[src/sv/elfhc_pkg.sv]
package elfhc_pkg;

  localparam int unsigned PosW     = 20;
  localparam logic [PosW-1:0] PosMax = '1;
  localparam int unsigned QDepth   = 4;
  localparam int unsigned QPtrW    = $clog2(QDepth);

  localparam logic [31:0] ElfMagicWord = 32'h464C_457F;
  localparam logic [7:0]  ElfClass32   = 8'd1;
  localparam logic [7:0]  ElfData2Lsb  = 8'd1;
  localparam logic [7:0]  EvCurrent8   = 8'd1;
  localparam logic [31:0] EvCurrent    = 32'd1;
  localparam logic [7:0]  ElfOsAbiSysv = 8'd0;
  localparam logic [15:0] Em386        = 16'd3;
  localparam logic [15:0] EtRel        = 16'd1;
  localparam logic [15:0] EtExec       = 16'd2;
  localparam logic [15:0] EtDyn        = 16'd3;
  localparam logic [15:0] EtCore       = 16'd4;
  localparam logic [31:0] PtLoad       = 32'd1;
  localparam logic [31:0] PtDynamic    = 32'd2;
  localparam logic [31:0] PtInterp     = 32'd3;
  localparam logic [31:0] PtNote       = 32'd4;
  localparam logic [31:0] PtPhdr       = 32'd6;
  localparam logic [31:0] PtTls        = 32'd7;
  localparam logic [31:0] PtGnuStack   = 32'h6474_E551;
  localparam logic [31:0] PtGnuRelro   = 32'h6474_E552;
  localparam int unsigned PfXBit       = 0;
  localparam int unsigned PfWBit       = 1;
  localparam logic [15:0] ShnUndef     = 16'd0;
  localparam logic [15:0] EhdrSize     = 16'd52;
  localparam logic [15:0] PhdrSize     = 16'd32;
  localparam logic [15:0] ShdrSize     = 16'd40;
  localparam logic [PosW-1:0] HdrLast  = PosW'(12);
  localparam logic [PosW-1:0] HdrWords = PosW'(13);

  localparam logic [7:0] RegFileSize   = 8'd0;
  localparam logic [7:0] RegBufferSize = 8'd1;

  localparam logic [4:0] ErrNone        = 5'd0;
  localparam logic [4:0] ErrMagic       = 5'd1;
  localparam logic [4:0] ErrClass       = 5'd2;
  localparam logic [4:0] ErrData        = 5'd3;
  localparam logic [4:0] ErrIdVersion   = 5'd4;
  localparam logic [4:0] ErrOsAbi       = 5'd5;
  localparam logic [4:0] ErrAbiVersion  = 5'd6;
  localparam logic [4:0] ErrMachine     = 5'd7;
  localparam logic [4:0] ErrType        = 5'd8;
  localparam logic [4:0] ErrVersion     = 5'd9;
  localparam logic [4:0] ErrEhsize      = 5'd10;
  localparam logic [4:0] ErrOffOverlap  = 5'd11;
  localparam logic [4:0] ErrOffPastFile = 5'd12;
  localparam logic [4:0] ErrPhoffNoPh   = 5'd13;
  localparam logic [4:0] ErrPhoffPlace  = 5'd14;
  localparam logic [4:0] ErrFlags       = 5'd15;
  localparam logic [4:0] ErrPhentsize   = 5'd16;
  localparam logic [4:0] ErrShentsize   = 5'd17;
  localparam logic [4:0] ErrPhPastFile  = 5'd18;
  localparam logic [4:0] ErrShInPh      = 5'd19;
  localparam logic [4:0] ErrShPastFile  = 5'd20;
  localparam logic [4:0] ErrShstrndx    = 5'd21;
  localparam logic [4:0] ErrPhPastBuf   = 5'd22;
  localparam logic [4:0] ErrInterpType  = 5'd23;
  localparam logic [4:0] ErrInterpBuf   = 5'd24;
  localparam logic [4:0] ErrSegPastFile = 5'd25;
  localparam logic [4:0] ErrSegWx       = 5'd26;
  localparam logic [4:0] ErrSegType     = 5'd27;
  localparam logic [4:0] ErrTruncated   = 5'd28;
  localparam logic [4:0] ErrBufOverFile = 5'd29;

  typedef struct packed {
    logic [31:0]     word;
    logic            last;
    logic [PosW-1:0] pos;
  } tagged_word_t;

endpackage

[src/sv/elfhc_front.sv]
module elfhc_front import elfhc_pkg::*; (
  input  logic         clk,
  input  logic         rst,
  input  logic         push,
  input  logic [31:0]  word,
  input  logic         last,
  input  logic         q_full,
  output logic         q_push,
  output tagged_word_t q_data
);

  logic [PosW-1:0] pos;

  assign q_push = push && !q_full;
  assign q_data = '{word: word, last: last, pos: pos};

  // word position within the image, saturating, cleared after the last word
  always_ff @(posedge clk) begin
    if (rst) begin
      pos <= '0;
    end else if (q_push) begin
      if (last) begin
        pos <= '0;
      end else if (pos != PosMax) begin
        pos <= pos + PosW'(1);
      end
    end
  end

endmodule

[src/sv/elfhc_fifo.sv]
module elfhc_fifo import elfhc_pkg::*; (
  input  logic         clk,
  input  logic         rst,
  input  logic         wr,
  input  tagged_word_t wdata,
  input  logic         rd,
  output tagged_word_t rdata,
  output logic         full,
  output logic         nonempty
);

  tagged_word_t          mem [QDepth];
  logic [QPtrW-1:0]      wptr;
  logic [QPtrW-1:0]      rptr;
  logic [QPtrW:0]        count;

  assign full     = count == (QPtrW+1)'(QDepth);
  assign nonempty = count != '0;
  assign rdata    = mem[rptr];

  // storage
  always_ff @(posedge clk) begin
    if (wr) begin
      mem[wptr] <= wdata;
    end
  end

  // pointers and fill count
  always_ff @(posedge clk) begin
    if (rst) begin
      wptr  <= '0;
      rptr  <= '0;
      count <= '0;
    end else begin
      if (wr) begin
        wptr <= wptr + QPtrW'(1);
      end
      if (rd) begin
        rptr <= rptr + QPtrW'(1);
      end
      if (wr && !rd) begin
        count <= count + (QPtrW+1)'(1);
      end else if (rd && !wr) begin
        count <= count - (QPtrW+1)'(1);
      end
    end
  end

endmodule

[src/sv/elfhc_back.sv]
module elfhc_back import elfhc_pkg::*; (
  input  logic         clk,
  input  logic         rst,
  input  logic [31:0]  image_bytes,
  input  logic [31:0]  held_bytes,
  input  logic         q_nonempty,
  input  tagged_word_t q_data,
  output logic         q_pop,
  input  logic         pop,
  output logic         empty,
  output logic         image_ok,
  output logic [4:0]   error_code,
  output logic [15:0]  failing_entry,
  output logic         interp_found,
  output logic [31:0]  interp_offset,
  output logic [31:0]  interp_length
);

  logic [31:0] hw [12];
  logic [31:0] ew [7];
  logic [15:0] entries_done;
  logic [4:0]  first_error;
  logic [15:0] error_entry;
  logic        interp_seen;
  logic [31:0] interp_off;
  logic [31:0] interp_len;
  logic        out_valid;

  logic [31:0] w;
  logic [PosW-1:0] pos;
  logic [2:0]  slot;
  logic [4:0]  hdr_err;
  logic [4:0]  ent_err;
  logic        do_hdr;
  logic        do_ent;
  logic [4:0]  first_error_next;
  logic [15:0] error_entry_next;
  logic [15:0] entries_done_next;
  logic        interp_seen_next;
  logic [31:0] interp_off_next;
  logic [31:0] interp_len_next;
  logic [4:0]  final_err;

  logic [15:0] etype, mach, ehsize, phentsize, phnum, shentsize, shnum, shstrndx;
  logic [31:0] phoff, shoff;
  logic [33:0] end_ph, end_sh;
  logic [32:0] seg_end;
  logic        wx;

  assign w    = q_data.word;
  assign pos  = q_data.pos;
  assign slot = 3'(pos - HdrWords);

  // take a word unless it would finish an image while a result is unread
  assign q_pop = q_nonempty && !(q_data.last && out_valid && !pop);

  assign do_hdr = (first_error == ErrNone) && (pos == HdrLast);
  assign do_ent = (first_error == ErrNone) && (pos >= HdrWords) &&
                  (entries_done < hw[11][15:0]);

  // header fields, word twelve taken live from the queue
  always_comb begin
    etype     = hw[4][15:0];
    mach      = hw[4][31:16];
    phoff     = hw[7];
    shoff     = hw[8];
    ehsize    = hw[10][15:0];
    phentsize = hw[10][31:16];
    phnum     = hw[11][15:0];
    shentsize = hw[11][31:16];
    shnum     = w[15:0];
    shstrndx  = w[31:16];
    // table sizes only matter once the entry sizes have been checked
    end_ph    = {2'b00, phoff} + {13'd0, phnum, 5'd0};
    end_sh    = {2'b00, shoff} + {13'd0, shnum, 5'd0} + {15'd0, shnum, 3'd0};
  end

  // header checks in a fixed priority order; the first failing check gives the error
  always_comb begin
    hdr_err = ErrNone;
    if (hw[0] != ElfMagicWord) hdr_err = ErrMagic;
    else if (hw[1][7:0] != ElfClass32) hdr_err = ErrClass;
    else if (hw[1][15:8] != ElfData2Lsb) hdr_err = ErrData;
    else if (hw[1][23:16] != EvCurrent8) hdr_err = ErrIdVersion;
    else if (hw[1][31:24] != ElfOsAbiSysv) hdr_err = ErrOsAbi;
    else if (hw[2][7:0] != 8'd0) hdr_err = ErrAbiVersion;
    else if (mach != Em386) hdr_err = ErrMachine;
    else if (!(etype inside {EtExec, EtDyn, EtRel, EtCore})) hdr_err = ErrType;
    else if (hw[5] != EvCurrent) hdr_err = ErrVersion;
    else if (ehsize != EhdrSize) hdr_err = ErrEhsize;
    else if (phoff < {16'd0, ehsize} || (shnum != ShnUndef && shoff < {16'd0, ehsize}))
      hdr_err = ErrOffOverlap;
    else if (phoff > image_bytes || shoff > image_bytes) hdr_err = ErrOffPastFile;
    else if (phnum == 16'd0 && phoff != 32'd0) hdr_err = ErrPhoffNoPh;
    else if (phnum != 16'd0 && phoff != {16'd0, ehsize}) hdr_err = ErrPhoffPlace;
    else if (hw[9] != 32'd0) hdr_err = ErrFlags;
    else if (phnum != 16'd0 && phentsize != PhdrSize) hdr_err = ErrPhentsize;
    else if (shentsize != ShdrSize) hdr_err = ErrShentsize;
    else if (end_ph > {2'b00, image_bytes}) hdr_err = ErrPhPastFile;
    else if (shoff != 32'd0 && {2'b00, shoff} < end_ph) hdr_err = ErrShInPh;
    else if (end_sh > {2'b00, image_bytes}) hdr_err = ErrShPastFile;
    else if (shstrndx != ShnUndef && shstrndx >= shnum) hdr_err = ErrShstrndx;
    else if (end_ph > {2'b00, held_bytes}) hdr_err = ErrPhPastBuf;
    else if (image_bytes < held_bytes) hdr_err = ErrBufOverFile;
  end

  // program header check on its eighth word
  always_comb begin
    seg_end = {1'b0, ew[1]} + {1'b0, ew[4]};
    wx      = ew[6][PfXBit] && ew[6][PfWBit];
    ent_err = ErrNone;
    case (ew[0])
      PtInterp: begin
        if (etype != EtDyn) ent_err = ErrInterpType;
        else if (seg_end > {1'b0, held_bytes}) ent_err = ErrInterpBuf;
      end
      PtLoad, PtDynamic, PtNote, PtPhdr, PtTls: begin
        if (seg_end > {1'b0, image_bytes}) ent_err = ErrSegPastFile;
        else if (wx) ent_err = ErrSegWx;
      end
      PtGnuStack: ent_err = ErrNone;
      PtGnuRelro: begin
        if (wx) ent_err = ErrSegWx;
      end
      default: ent_err = ErrSegType;
    endcase
  end

  // image state update for the word being taken
  always_comb begin
    first_error_next  = first_error;
    error_entry_next  = error_entry;
    entries_done_next = entries_done;
    interp_seen_next  = interp_seen;
    interp_off_next   = interp_off;
    interp_len_next   = interp_len;
    if (do_hdr) begin
      first_error_next = hdr_err;
    end else if (do_ent && slot == 3'd7) begin
      entries_done_next = entries_done + 16'd1;
      if (ent_err != ErrNone) begin
        first_error_next = ent_err;
        error_entry_next = entries_done;
      end else if (ew[0] == PtInterp) begin
        interp_seen_next = 1'b1;
        interp_off_next  = ew[1];
        interp_len_next  = (ew[4] != 32'd0) ? ew[4] - 32'd1 : 32'd0;
      end
    end
    final_err = first_error_next;
    if (first_error_next == ErrNone &&
        (pos < HdrLast || entries_done_next < hw[11][15:0]))
      final_err = ErrTruncated;
  end

  // header and entry word capture
  always_ff @(posedge clk) begin
    if (q_pop && first_error == ErrNone) begin
      if (pos < HdrLast) begin
        hw[pos[3:0]] <= w;
      end else if (do_ent && slot != 3'd7) begin
        ew[slot] <= w;
      end
    end
  end

  // check state, cleared after each image
  always_ff @(posedge clk) begin
    if (rst) begin
      entries_done <= '0;
      first_error  <= ErrNone;
      error_entry  <= '0;
      interp_seen  <= 1'b0;
      interp_off   <= '0;
      interp_len   <= '0;
    end else if (q_pop) begin
      if (q_data.last) begin
        entries_done <= '0;
        first_error  <= ErrNone;
        error_entry  <= '0;
        interp_seen  <= 1'b0;
        interp_off   <= '0;
        interp_len   <= '0;
      end else begin
        entries_done <= entries_done_next;
        first_error  <= first_error_next;
        error_entry  <= error_entry_next;
        interp_seen  <= interp_seen_next;
        interp_off   <= interp_off_next;
        interp_len   <= interp_len_next;
      end
    end
  end

  // result register
  always_ff @(posedge clk) begin
    if (rst) begin
      out_valid <= 1'b0;
    end else if (q_pop && q_data.last) begin
      out_valid <= 1'b1;
    end else if (pop) begin
      out_valid <= 1'b0;
    end
  end

  always_ff @(posedge clk) begin
    if (q_pop && q_data.last) begin
      image_ok      <= final_err == ErrNone;
      error_code    <= final_err;
      failing_entry <= error_entry_next;
      interp_found  <= interp_seen_next;
      interp_offset <= interp_off_next;
      interp_length <= interp_len_next;
    end
  end

  assign empty = !out_valid;

endmodule

[src/sv/elf32_image_header_checker_core.sv]
// ELF32 image header checker. Image words enter a four-entry queue at one
// per cycle unless full; the checker drains it at one word per cycle unless
// held, and so sustains one word per cycle. The result for an image appears
// in the cycle after its last word leaves the queue and sits in a one-entry
// result register; words keep flowing while it waits, and only the last word
// of the following image holds until the result is popped. Configuration
// (index 0 total image size in bytes, index 1 bytes held in the buffer) is
// always ready and must be written while no image is in flight.
module elf32_image_header_checker_core import elfhc_pkg::*; (
  input  logic        clk,
  input  logic        rst,
  input  logic        cfg_valid,
  output logic        cfg_ready,
  input  logic [7:0]  cfg_index,
  input  logic [31:0] cfg_data,
  input  logic        push,
  output logic        full,
  input  logic [31:0] word,
  input  logic        last,
  output logic        empty,
  input  logic        pop,
  output logic        image_ok,
  output logic [4:0]  error_code,
  output logic [15:0] failing_entry,
  output logic        interp_found,
  output logic [31:0] interp_offset,
  output logic [31:0] interp_length
);

  logic [31:0]  image_bytes;
  logic [31:0]  held_bytes;
  logic         q_push;
  logic         q_pop;
  logic         q_full;
  logic         q_nonempty;
  tagged_word_t q_in;
  tagged_word_t q_out;

  assign cfg_ready = 1'b1;
  assign full      = q_full;

  // configuration registers
  always_ff @(posedge clk) begin
    if (rst) begin
      image_bytes <= '0;
      held_bytes  <= '0;
    end else if (cfg_valid) begin
      case (cfg_index)
        RegFileSize:   image_bytes <= cfg_data;
        RegBufferSize: held_bytes  <= cfg_data;
        default: ;
      endcase
    end
  end

  elfhc_front u_front (
    .clk    (clk),
    .rst    (rst),
    .push   (push),
    .word   (word),
    .last   (last),
    .q_full (q_full),
    .q_push (q_push),
    .q_data (q_in)
  );

  elfhc_fifo u_fifo (
    .clk      (clk),
    .rst      (rst),
    .wr       (q_push),
    .wdata    (q_in),
    .rd       (q_pop),
    .rdata    (q_out),
    .full     (q_full),
    .nonempty (q_nonempty)
  );

  elfhc_back u_back (
    .clk           (clk),
    .rst           (rst),
    .image_bytes   (image_bytes),
    .held_bytes    (held_bytes),
    .q_nonempty    (q_nonempty),
    .q_data        (q_out),
    .q_pop         (q_pop),
    .pop           (pop),
    .empty         (empty),
    .image_ok      (image_ok),
    .error_code    (error_code),
    .failing_entry (failing_entry),
    .interp_found  (interp_found),
    .interp_offset (interp_offset),
    .interp_length (interp_length)
  );

`ifndef SYNTH
  a_ok_matches_code: assert property (@(posedge clk) disable iff (rst)
    !empty |-> (image_ok == (error_code == ErrNone)))
    else $error("image_ok disagrees with error_code");

  a_entry_only_for_entry_errors: assert property (@(posedge clk) disable iff (rst)
    (!empty && (error_code < ErrInterpType || error_code > ErrSegType))
      |-> failing_entry == 16'd0)
    else $error("failing_entry set for a non-entry error");

  a_no_interp_no_place: assert property (@(posedge clk) disable iff (rst)
    (!empty && !interp_found) |-> (interp_offset == 32'd0 && interp_length == 32'd0))
    else $error("interpreter place without interpreter");
`endif

endmodule
[config.mk]
export PLATFORM = sky130hd
export DESIGN_NAME = elf32_image_header_checker_core
export DESIGN_NICKNAME = d
export VERILOG_FILES = /design/src/sv/elfhc_pkg.sv /design/src/sv/elfhc_front.sv /design/src/sv/elfhc_fifo.sv /design/src/sv/elfhc_back.sv /design/src/sv/elf32_image_header_checker_core.sv
export SDC_FILE = /design/constraint.sdc
export NUM_CORES = 2
export LEC_CHECK = 0
export BUFFER_PORTS_ARGS = -buffer_cell sky130_fd_sc_hd__clkbuf_2
export CORE_ASPECT_RATIO = 1.5
export CORE_MARGIN = 2
export CORE_UTILIZATION = 65
export CTS_BUF_LIST = sky130_fd_sc_hd__clkbuf_4
export DETAILED_ROUTE_END_ITERATION = 6
export PLACE_DENSITY = 0.83
export RECOVER_POWER = 100
export SLEW_MARGIN = 20
export SYNTH_ARGS = -nofsm -noshare
export SYNTH_HDL_FRONTEND = slang
export SYNTH_SLANG_ARGS = --single-unit
[constraint.sdc]
create_clock -name clk -period 9.4 [get_ports clk]
set_clock_uncertainty 0.2 [all_clocks]
set_input_delay 0.47 -clock clk [delete_from_list [all_inputs] [get_ports clk]]
set_output_delay 0.47 -clock clk [all_outputs]
set_load 0.05 [all_outputs]
==> flow_metrics.py <==
metrics = {
    "outcome": {
        "status": "finished with violations",
        "violations": "capacitance limit, slew limit",
    },
    "drt": {
        "wl_met2_um": 63400,
        "wl_um": 129000,
        "ant_nets": 0,
        "wl_met1_um": 44400,
        "wire_per_inst_um": 24.5,
        "dr.pass1.iters": 6,
        "vias": 34020,
        "top_layer": "met4",
        "drc": 0,
        "wl_met3_um": 11100,
        "first_iter_violations": 3153,
        "vias_per_cell": 6.45,
    },
    "grt": {
        "grt_max_degree": 83,
        "antenna_found_initial": 8,
        "grtUsageTotal_pct": 36.5,
        "grt_pass1_wl_um": 194000,
        "grt_pass1_vias": 34106,
        "gr-total-overflow": 0,
    },
    "floorplan": {
        "ioPinCount": 168,
        "die_w_um": 219,
        "die_h_um": 326,
        "dieArea_mm2": 0.0714,
        "core_mm2": 0.0688,
        "fp-row-count": 118,
        "start_util_pct": 65.4,
    },
    "synthesis": {
        "synthCells": 3737,
        "ys.flop_type": "edfxtp_1",
        "ys_seq_area_share_pct": 55.0,
        "synth_area_leader_cell": "edfxtp_1",
        "ys_ff_latch": 889,
        "synth_edf_count": 693,
        "ys_types": 91,
        "netlist.area_leader.share_pct": 46.2,
        "synth.area.top_cells": "edfxtp_1, ha_1, dfxtp_1, a21oi_1, nand2_1",
        "netlist_area_mm2": 0.0450,
        "yosys_warnings": 0,
        "synth-async-reset-ratio_pct": 0,
        "syn_area_per_cell_um2": 12.0,
        "synth_nets": 4270,
    },
    "sta": {
        "timing.fmax_mhz": 114,
        "min_period_ns": 8.80,
        "worstMarginPinSlew_ns": 4.63,
        "finalSetupTns_ns": 0,
        "relSlewSlack_pct": -209,
        "rsz0062_at_grt": "no",
        "setup_viol": 0,
        "drv_slew": 839,
        "hold_viol_final": 0,
        "timing.final.crit_share_pct": 93.7,
    },
    "clock_tree": {
        "cts-root-buf": "clkbuf_4",
        "cts_tree": "yes",
        "cts_max_level": 4,
        "cts_setup_buffers": 0,
        "clock_path_buffers": 3,
        "path_clk_slew_ns": 0.07,
        "clock_latency_ns": 1.09,
        "clkSinkCount": 889,
        "cts_buffers": 191,
    },
    "power": {
        "leakagePower_nw": 18.9,
        "peakVddDrop_uv": 230,
        "powerDensity_mw_per_mm2": 267,
    },
    "placed_design": {
        "hpwl_um": 89300,
        "place.gp.congestion": 1.03,
        "port_buffers": 166,
    },
    "cells_and_area": {
        "regArea_mm2": 0.0247,
        "multi_input_area_mm2": 0.0193,
        "fillers": 4646,
        "drive_gt1_share_pct": 11.5,
        "nets": 4745,
        "fin_util_pct": 74.0,
        "area_delta_synth_final_pct": 13.1,
    },
    "setup_path": {
        "criticalPathCategory": "reg2reg",
        "cp.arrival_ns": 9.55,
        "crit_fanout": 17,
        "worstSetupStartpointType": "flip-flop",
        "crit_path_end_kind": "flip-flop",
        "slowest_stage": "clkbuf_1",
        "required_ns": 10.14,
        "max_stage_delay_ns": 1.24,
        "cp_common_cell": "a21oi_1",
    },
    "job": {
        "maxCapViolations": 27,
    },
    "worst_hold_path": {
        "hold_class": "in2reg",
    },
}
## cells by family (layout without fill, tap and decap cells)
family | count (synthesis) | count (layout) | synth area share [%]
mux | 89 | 89 | 3.19
buf+inv | 271 | 906 | 2.33
xor+xnor | 176 | 176 | 3.43
simple gates | 1078 | 1078 | 12.3
other cells | 1 | 4 | 0.00833
compound gates | 778 | 778 | 11.0
fa+ha+maj | 455 | 455 | 12.7
flops | 889 | 889 | 55.0
## cell usage after synthesis, drive strengths merged, types with 12 or more instances
cell and instances:
a2111oi 18, a211oi 34, a21o 81, a21oi 236, a22o 49, a22oi 15
a31oi 20, and2 14, and3 24, and4 16, buf 12, clkbuf 71
dfxtp 196, edfxtp 693, ha 450, inv 188, mux2 49, mux4 37
nand2 295, nand2b 66, nand3 73, nand4 94, nor2 197, nor2b 28
nor3 61, nor4 124, nor4b 12, o21a 29, o21ai 188, o21bai 23
or2 12, or3 17, xnor2 115, xor2 61
## through the flow
step,hold slack (ns),cells,instance area (um^2),power (W),setup slack (ns)
5_1_grt,0.101,5275,50900,0.0143,0.0220
6_report,0.157,5275,50900,0.0136,0.596
4_1_cts,0.0252,5271,51100,0.0135,0.548
3_3_place_gp,0.235,4765,47100,0.0103,0.733
2_1_floorplan,0.226,3737,45000,0.00874,1.78
3_5_place_dp,0.245,4765,47100,0.0105,0.525
## cell usage in the layout (no fill, tap or decap), types with 32 or more instances in the layout
cell type | Yosys | final
edfxtp_1 | 693 | 693
ha_1 | 450 | 450
nand2_1 | 295 | 295
clkbuf_4 | 0 | 295
a21oi_1 | 235 | 235
dfxtp_1 | 196 | 195
inv_1 | 188 | 187
nor2_1 | 197 | 185
o21ai_0 | 185 | 185
dlygate4sd3_1 | 0 | 153
clkbuf_1 | 71 | 127
nor4_1 | 122 | 121
xnor2_1 | 115 | 115
nand4_1 | 94 | 94
a21o_1 | 81 | 81
nand3_1 | 73 | 73
clkbuf_2 | 0 | 71
nand2b_1 | 66 | 66
xor2_1 | 61 | 61
nor3_1 | 60 | 60
a22o_1 | 49 | 49
mux2_1 | 0 | 34
a211oi_1 | 33 | 33
mux4_2 | 32 | 32
## worst max-delay path, delay by kind of cell (launching register included)
kind	cells	cell delay (ns)
xor gates and xnor gates	1	0.12
muxes	1	0.35
and+or+nand+nor	4	1.44
adders and majority gates	3	0.98
AOI/OAI and AO/OA	16	3.65
buffers and inverters	1	1.24
DFF	1	0.73
## metal layers
metal | GRT usage, % | vias up
li1 | - | 15332
met1 | 40.6 | 16240
met2 | 61.1 | 1883
met3 | 8.02 | 565
met4 | 27.1 | 0
met5 | 0 | -
## layout make-up
class                   count  area share, %
clock inverters            58          0.691
inverters                 188           1.39
well taps                 900           2.21
flip-flops and latches    889           48.6
repair buffers            365           4.90
diodes                      3         0.0147
multi-input cells        2577           37.9
clock buffers             295           4.35
## power by group
part | total (W) | internal [W] | switching (W)
clock network | 0.00303 | 0.00150 | 0.00153
logic | 0.00538 | 0.00177 | 0.00362
registers | 0.00519 | 0.00496 | 0.000225
total | 0.0136 | 0.00823 | 0.00537
## repair_timing
| action | 4_1_cts | 5_1_grt |
|---|---|---|
| setup endpoints to repair | 0 | 4 |
| hold endpoints to repair | 254 | 0 |
| gates resized for setup | 0 | 1 |
| hold buffers | 153 | 0 |
## final timing paths
kind	end	startpoint	cells past startpoint	slack, ns
setup / recovery	u_back.error_code[2]	flip-flop	26	0.60
setup reg to reg	u_back.error_code[2]	flip-flop	26	0.60
hold / removal	u_fifo.mem[3][21]	word[0]	2	0.16
hold reg to reg	u_back.interp_len[15]	u_back.interp_len[15]	2	0.26
## registers in the layout (all words and copies together) (netlist names), 16 cells and up, named ones only
register	flops
u_back.hw	296
u_fifo.mem	212
u_back.ew	98
held_bytes	32
image_bytes	32
u_back.interp_len	32
u_back.interp_length	32
u_back.interp_off	32
u_back.interp_offset	32
u_front.pos	20
u_back.entries_done	16
u_back.error_entry	16
u_back.failing_entry	16
Power figures use the tool's default switching activity.
